$ cat config.mk
export PLATFORM = sky130hd
export DESIGN_NAME = complex_matched_filter_q15
export DESIGN_NICKNAME = d
export VERILOG_FILES = /design/src/hw/rtl/cmf_pkg.sv /design/src/hw/rtl/cmf_cmul.sv /design/src/hw/rtl/cmf_accum.sv /design/src/hw/rtl/cmf_round.sv /design/src/hw/rtl/complex_matched_filter_q15.sv
export SDC_FILE = /design/constraint.sdc
export NUM_CORES = 2
export LEC_CHECK = 0
export BUFFER_PORTS_ARGS = -buffer_cell sky130_fd_sc_hd__buf_4
export CORE_ASPECT_RATIO = 0.5
export CORE_MARGIN = 4
export CORE_UTILIZATION = 60
export DETAILED_ROUTE_END_ITERATION = 6
export PLACE_DENSITY = 0.87
export SLEW_MARGIN = 10
export SYNTH_ARGS = -nofsm -noshare
export SYNTH_HDL_FRONTEND = slang
export SYNTH_HIERARCHICAL = 1
export SYNTH_SLANG_ARGS = --single-unit
$ cat constraint.sdc
create_clock -name i_clk -period 12 [get_ports i_clk]
set_input_delay 1.2 -clock i_clk [delete_from_list [all_inputs] [get_ports i_clk]]
set_output_delay 1.2 -clock i_clk [all_outputs]
set_load 0.02 [all_outputs]
$ cat src/hw/rtl/cmf_pkg.sv
// Package for the complex matched-filter correlator: widths, limits and
// the word structs passed between the pipeline stages. No dependencies.
package cmf_pkg;

    localparam int SAMPLE_W   = 16;
    localparam int MAX_WINDOW = 1024;
    localparam int CNT_W      = $clog2(MAX_WINDOW + 1);
    localparam int PROD_W     = 2 * SAMPLE_W + 1;   // sum of two Q30 products
    localparam int ACC_W      = 48;
    localparam int FRAC_SHIFT = 15;
    localparam int ROUND_HALF = 1 << 14;
    localparam int Q15_MAX    = 32767;
    localparam int Q15_MIN    = -32768;
    localparam int IN_DATA_W  = 4 * SAMPLE_W;
    localparam int OUT_DATA_W = 2 * SAMPLE_W;

    typedef struct packed {
        logic signed [SAMPLE_W-1:0] sample_re;
        logic signed [SAMPLE_W-1:0] sample_im;
        logic signed [SAMPLE_W-1:0] replica_re;
        logic signed [SAMPLE_W-1:0] replica_im;
        logic                       window_end;
    } t_elem;

    typedef struct packed {
        logic signed [PROD_W-1:0] p_re;
        logic signed [PROD_W-1:0] p_im;
        logic                     last;
    } t_prod;

    typedef struct packed {
        logic signed [ACC_W-1:0] sum_re;
        logic signed [ACC_W-1:0] sum_im;
        logic                    ovf;
    } t_sum;

endpackage

$ cat src/hw/rtl/cmf_cmul.sv
// Complex multiply stage: four 16x16 products combined into the real and
// imaginary Q30 terms, registered. Uses cmf_pkg.
module cmf_cmul (
    input  logic           i_clk,
    input  logic           i_en,
    input  cmf_pkg::t_elem i_elem,
    output cmf_pkg::t_prod o_prod
);
    import cmf_pkg::*;

    logic signed [2*SAMPLE_W-1:0] m_rr;
    logic signed [2*SAMPLE_W-1:0] m_qq;
    logic signed [2*SAMPLE_W-1:0] m_rq;
    logic signed [2*SAMPLE_W-1:0] m_qr;
    t_prod                        r_prod;
    t_prod                        n_prod;

    assign m_rr = i_elem.sample_re * i_elem.replica_re;
    assign m_qq = i_elem.sample_im * i_elem.replica_im;
    assign m_rq = i_elem.sample_re * i_elem.replica_im;
    assign m_qr = i_elem.sample_im * i_elem.replica_re;

    always_comb begin
        n_prod.p_re = PROD_W'(m_rr) - PROD_W'(m_qq);
        n_prod.p_im = PROD_W'(m_rq) + PROD_W'(m_qr);
        n_prod.last = i_elem.window_end;
    end

    always_ff @(posedge i_clk) begin
        if (i_en) begin
            r_prod <= n_prod;
        end
    end

    assign o_prod = r_prod;

endmodule

$ cat src/hw/rtl/cmf_accum.sv
// Window accumulator: exact Q30 sums, element count and overflow flag.
// Hands the finished sums over on the last word. Uses cmf_pkg.
module cmf_accum (
    input  logic           i_clk,
    input  logic           i_rst_n,
    input  logic           i_take,
    input  cmf_pkg::t_prod i_prod,
    output cmf_pkg::t_sum  o_sum
);
    import cmf_pkg::*;

    logic signed [ACC_W-1:0] r_acc_re;
    logic signed [ACC_W-1:0] r_acc_im;
    logic        [CNT_W-1:0] r_count;
    logic                    r_ovf;
    logic signed [ACC_W-1:0] n_acc_re;
    logic signed [ACC_W-1:0] n_acc_im;
    logic        [CNT_W-1:0] n_count;
    logic                    n_ovf;
    logic                    room;
    t_sum                    r_sum;

    assign room = (r_count < CNT_W'(MAX_WINDOW));

    // past the window limit the sums hold and only the flag is set
    always_comb begin
        if (room) begin
            n_acc_re = r_acc_re + ACC_W'(i_prod.p_re);
            n_acc_im = r_acc_im + ACC_W'(i_prod.p_im);
            n_count  = CNT_W'(r_count + 1'b1);
            n_ovf    = r_ovf;
        end else begin
            n_acc_re = r_acc_re;
            n_acc_im = r_acc_im;
            n_count  = r_count;
            n_ovf    = 1'b1;
        end
    end

    always_ff @(posedge i_clk) begin
        if (!i_rst_n) begin
            r_acc_re <= '0;
            r_acc_im <= '0;
            r_count  <= '0;
            r_ovf    <= 1'b0;
        end else if (i_take) begin
            if (i_prod.last) begin
                r_acc_re <= '0;
                r_acc_im <= '0;
                r_count  <= '0;
                r_ovf    <= 1'b0;
            end else begin
                r_acc_re <= n_acc_re;
                r_acc_im <= n_acc_im;
                r_count  <= n_count;
                r_ovf    <= n_ovf;
            end
        end
    end

    always_ff @(posedge i_clk) begin
        if (i_take && i_prod.last) begin
            r_sum.sum_re <= n_acc_re;
            r_sum.sum_im <= n_acc_im;
            r_sum.ovf    <= n_ovf;
        end
    end

    assign o_sum = r_sum;

endmodule

$ cat src/hw/rtl/cmf_round.sv
// Output stage: sign-dependent half bias of the Q30 sums, floor shift to Q15
// and saturation into the result register. Uses cmf_pkg.
module cmf_round (
    input  logic                              i_clk,
    input  logic                              i_load,
    input  cmf_pkg::t_sum                     i_sum,
    output logic signed [cmf_pkg::SAMPLE_W-1:0] o_corr_re,
    output logic signed [cmf_pkg::SAMPLE_W-1:0] o_corr_im,
    output logic                              o_window_overflow
);
    import cmf_pkg::*;

    function automatic logic signed [SAMPLE_W-1:0] q30_to_q15(
        input logic signed [ACC_W-1:0] x
    );
        logic signed [ACC_W-1:0] biased;
        logic signed [ACC_W-1:0] q;
        logic signed [SAMPLE_W-1:0] res;
        // add half for positive, subtract half for negative, then floor shift
        if (x[ACC_W-1]) begin
            biased = x - ACC_W'(ROUND_HALF);
        end else begin
            biased = x + ACC_W'(ROUND_HALF);
        end
        q = biased >>> FRAC_SHIFT;
        if (q > ACC_W'(Q15_MAX)) begin
            res = SAMPLE_W'(Q15_MAX);
        end else if (q < ACC_W'(Q15_MIN)) begin
            res = SAMPLE_W'(Q15_MIN);
        end else begin
            res = SAMPLE_W'(q);
        end
        return res;
    endfunction

    logic signed [SAMPLE_W-1:0] r_corr_re;
    logic signed [SAMPLE_W-1:0] r_corr_im;
    logic                       r_ovf;

    always_ff @(posedge i_clk) begin
        if (i_load) begin
            r_corr_re <= q30_to_q15(i_sum.sum_re);
            r_corr_im <= q30_to_q15(i_sum.sum_im);
            r_ovf     <= i_sum.ovf;
        end
    end

    assign o_corr_re         = r_corr_re;
    assign o_corr_im         = r_corr_im;
    assign o_window_overflow = r_ovf;

endmodule

$ cat src/hw/rtl/complex_matched_filter_q15.sv
// Complex Q15 matched-filter correlator. Each input word is one window element
// (sample and pre-reversed, conjugated replica); the word with tlast closes the
// window and yields one output word with the rounded, saturated Q15 real and
// imaginary correlation and an overflow flag in tuser (set when the window ran
// past MAX_WINDOW elements; only the first MAX_WINDOW are summed). One word is
// taken per clock unless a stall holds input back; the result leaves four
// register stages after its last element (input, product, accumulator,
// rounding). A stalled output holds back input only once the rounding and
// sum stages are full and the next window's last element waits in the
// product stage; other elements keep flowing into the accumulator.
// Top level; uses cmf_pkg, cmf_cmul, cmf_accum, cmf_round.
module complex_matched_filter_q15 (
    input  logic        i_clk,
    input  logic        i_rst_n,
    input  logic        s_axis_tvalid,
    output logic        s_axis_tready,
    // sample_re[15:0], sample_im[31:16], replica_re[47:32], replica_im[63:48]
    input  logic [cmf_pkg::IN_DATA_W-1:0]  s_axis_tdata,
    input  logic        s_axis_tlast,   // window_end
    output logic        m_axis_tvalid,
    input  logic        m_axis_tready,
    // corr_re[15:0], corr_im[31:16]
    output logic [cmf_pkg::OUT_DATA_W-1:0] m_axis_tdata,
    output logic        m_axis_tuser    // window_overflow
);
    import cmf_pkg::*;

    logic                       r1_valid;
    logic                       r2_valid;
    logic                       r3_valid;
    logic                       r4_valid;
    t_elem                      r_elem;
    t_prod                      prod;
    t_sum                       sum;
    logic                       take2;
    logic                       take3;
    logic                       take4;
    logic                       s1_free;
    logic                       s2_free;
    logic                       s3_free;
    logic                       accept;
    logic signed [SAMPLE_W-1:0] corr_re;
    logic signed [SAMPLE_W-1:0] corr_im;
    logic                       corr_ovf;

    // only last-element words reach the sum stage
    assign take4   = r3_valid && (!r4_valid || m_axis_tready);
    assign s3_free = !r3_valid || take4;
    assign take3   = r2_valid && (!prod.last || s3_free);
    assign s2_free = !r2_valid || take3;
    assign take2   = r1_valid && s2_free;
    assign s1_free = !r1_valid || take2;
    assign accept  = s_axis_tvalid && s1_free;

    always_ff @(posedge i_clk) begin
        if (!i_rst_n) begin
            r1_valid <= 1'b0;
            r2_valid <= 1'b0;
            r3_valid <= 1'b0;
            r4_valid <= 1'b0;
        end else begin
            if (s1_free) begin
                r1_valid <= s_axis_tvalid;
            end
            if (s2_free) begin
                r2_valid <= r1_valid;
            end
            if (s3_free) begin
                r3_valid <= take3 && prod.last;
            end
            if (!r4_valid || m_axis_tready) begin
                r4_valid <= r3_valid;
            end
        end
    end

    always_ff @(posedge i_clk) begin
        if (accept) begin
            r_elem.sample_re  <= s_axis_tdata[SAMPLE_W-1:0];
            r_elem.sample_im  <= s_axis_tdata[2*SAMPLE_W-1:SAMPLE_W];
            r_elem.replica_re <= s_axis_tdata[3*SAMPLE_W-1:2*SAMPLE_W];
            r_elem.replica_im <= s_axis_tdata[IN_DATA_W-1:3*SAMPLE_W];
            r_elem.window_end <= s_axis_tlast;
        end
    end

    cmf_cmul u_cmul (
        .i_clk  (i_clk),
        .i_en   (take2),
        .i_elem (r_elem),
        .o_prod (prod)
    );

    cmf_accum u_accum (
        .i_clk   (i_clk),
        .i_rst_n (i_rst_n),
        .i_take  (take3),
        .i_prod  (prod),
        .o_sum   (sum)
    );

    cmf_round u_round (
        .i_clk             (i_clk),
        .i_load            (take4),
        .i_sum             (sum),
        .o_corr_re         (corr_re),
        .o_corr_im         (corr_im),
        .o_window_overflow (corr_ovf)
    );

    assign s_axis_tready = s1_free;
    assign m_axis_tvalid = r4_valid;
    assign m_axis_tdata  = {corr_im, corr_re};
    assign m_axis_tuser  = corr_ovf;

endmodule
==> run metrics <==
DRC=0; Final Skew=0.04082 ns; Core Footprint=102900 um^2; Post-CTS Hold Fix Bufs=0; aggregate global-route resource usage=30.38%; first-pass GRT wire length=265.5 mm; Tcrit/Tclk final=72.68%; Initial Util=60.62%; CP Class=flop to flop; GRT overflow=0; Skew-Pair Late Insertion Delay=0.62 ns; highest-delay cell along the critical path=edfxtp_1; worst slew pin tran=1.217 ns; Mapped Area=62390 um^2; commonest non-fill, non-tap cell in the layout=inv_1; initial DRC count=4218; setup tns final=0 ns; Die H=236.0 um; number of vias per cell=5.854; Slew Limit Fails=0; Ys Warns=6; most frequent cells in the layout=1317 x inv_1, 1177 x fa_1, 798 x nand2_1; Hold Fails Final Rpt=0; Syn Nets=8387; Finished Layout Cells=8027; placer congestion estimate=0.9804; wirelength, routed=161.6 mm; nets=8308; ANT nets after route=0; number of gates resized after cts=0; largest net degree at the start of global routing=86; Die Width=464.0 um; crit-path max FO=32; setup ws final=3.279 ns; full die area=109500 um^2; syn avg cell area=9.351 um^2; cell count after synthesis=6672; CTS root buf=clkbuf_16; I/O pins=104; status=finished clean; vias in the first global route=49900; Worst setup EP type=flop; initial antenna violation count=4; Worst path max stage delay=1.16 ns; CP arrival=9.06 ns; vias post-DR=46990; RSZ-0062 raised after global routing=no; Max-Cap Viols=0; Worst path most repeated cell=fa_1; clk slew on worst S/H paths=0.07 ns; startpoint types=flop; hpwl dp=121.5 mm; Std-Cell Rows=83; slew margin rel.=18.87%; H-Tree Depth=2; share of layout cells above drive strength 1=4.892%; wire length per cell=20.13 um; Post-Layout Inst Area=65660 um^2; worst path cell trace=and2_1 -> inv_1 -> fa_1 -> fa_1 -> fa_1 -> inv_1 -> fa_1 -> fa_1 -> inv_1 -> fa_1 -> fa_1 -> fa_1 -> inv_1 -> ha_1 -> a21o_1 -> a211o_1 -> a41oi_1 -> a21oi_2 -> a2111oi_2 -> o21bai_1 -> a21oi_1 -> xnor2_1; Worst Hold Class=flop to flop; CP bufs+invs=4; Final setup viols=0; # placed instances=7955; TritonCTS clock tree=done; CTS buffer count=38; Critical Path RT=12.34 ns; DP Worst Slack=3.446 ns; minimum clock period after layout=8.721 ns; f_max=114.7 MHz; clock sinks=346; Pre-Repair DR Iteration Count=6; Port-buffer cells=103; placed cell area=64330 um^2; clk buf depth=3; Top Family by Delay on Critical Path=adder cells; Syn-to-layout area delta=5.240%; Post-CTS Setup Inserts=0
worst register-to-register path, cell delays in order, from the launching register on:
cell and delay (ns):
edfxtp_1 1.16, and2_1 0.86, inv_1 0.33, fa_1 0.59, fa_1 0.44, fa_1 0.49
inv_1 0.05, fa_1 0.41, fa_1 0.50, inv_1 0.06, fa_1 0.55, fa_1 0.43
fa_1 0.52, inv_1 0.05, ha_1 0.35, a21o_1 0.20, a211o_1 0.33, a41oi_1 0.23
a21oi_2 0.14, a2111oi_2 0.37, o21bai_1 0.12, a21oi_1 0.18, xnor2_1 0.08
routing by layer:
| layer | vias to the layer above | share of wire [%] | global-route usage (%) |
|---|---|---|---|
| met5 | - | 0.0068 | 0 |
| met4 | 2 | 5.4 | 14.04 |
| met3 | 587 | 11 | 8.040 |
| met2 | 2490 | 45 | 47.93 |
| met1 | 23200 | 38 | 39.52 |
| li1 | 20720 | - | - |
final cells by class:
cell class / count / area (um^2)
clock buffer: 48 / 1041
inverter: 1320 / 4955
fill: 7722 / 37260
tap: 1402 / 1754
sequential: 346 / 9273
timing repair buffer: 179 / 1344
multi-input combinational: 4708 / 47020
antenna: 2 / 5.005
clock inverter: 22 / 267.8
flip-flops by register name, indices dropped and copies added (netlist names), 11 cells and up:
register           cells
u_accum/r_acc_im      48
u_accum/o_sum         69
u_cmul/o_prod         67
u_round/o_corr_im     16
r_elem                65
u_accum/r_acc_re      48
u_round/o_corr_re     16
u_accum/r_count       11
metrics by stage:
stage                     hold WS, ns  util, %
final                          0.4405    63.80
after global routing           0.4503    63.80
after CTS                      0.4446    63.78
after detailed placement       0.4184    62.51
after global placement         0.4052    62.51
after floorplan                0.4003        -
final timing paths:
| path | endpoint | depth (start not counted) | from | slack (ns) |
|---|---|---|---|---|
| max | u_cmul/o_prod[30] | 22 | r_elem[17] | 3.28 |
| min | u_cmul/o_prod[0] | 0 | r_elem[0] | 0.44 |
| max reg2reg | u_cmul/o_prod[30] | 22 | r_elem[17] | 3.28 |
| min reg2reg | u_cmul/o_prod[0] | 0 | r_elem[0] | 0.44 |
Power is left out: the tool's default activity adds up to more than one toggle a clock period on the data nets, which glitch-free logic cannot reach.
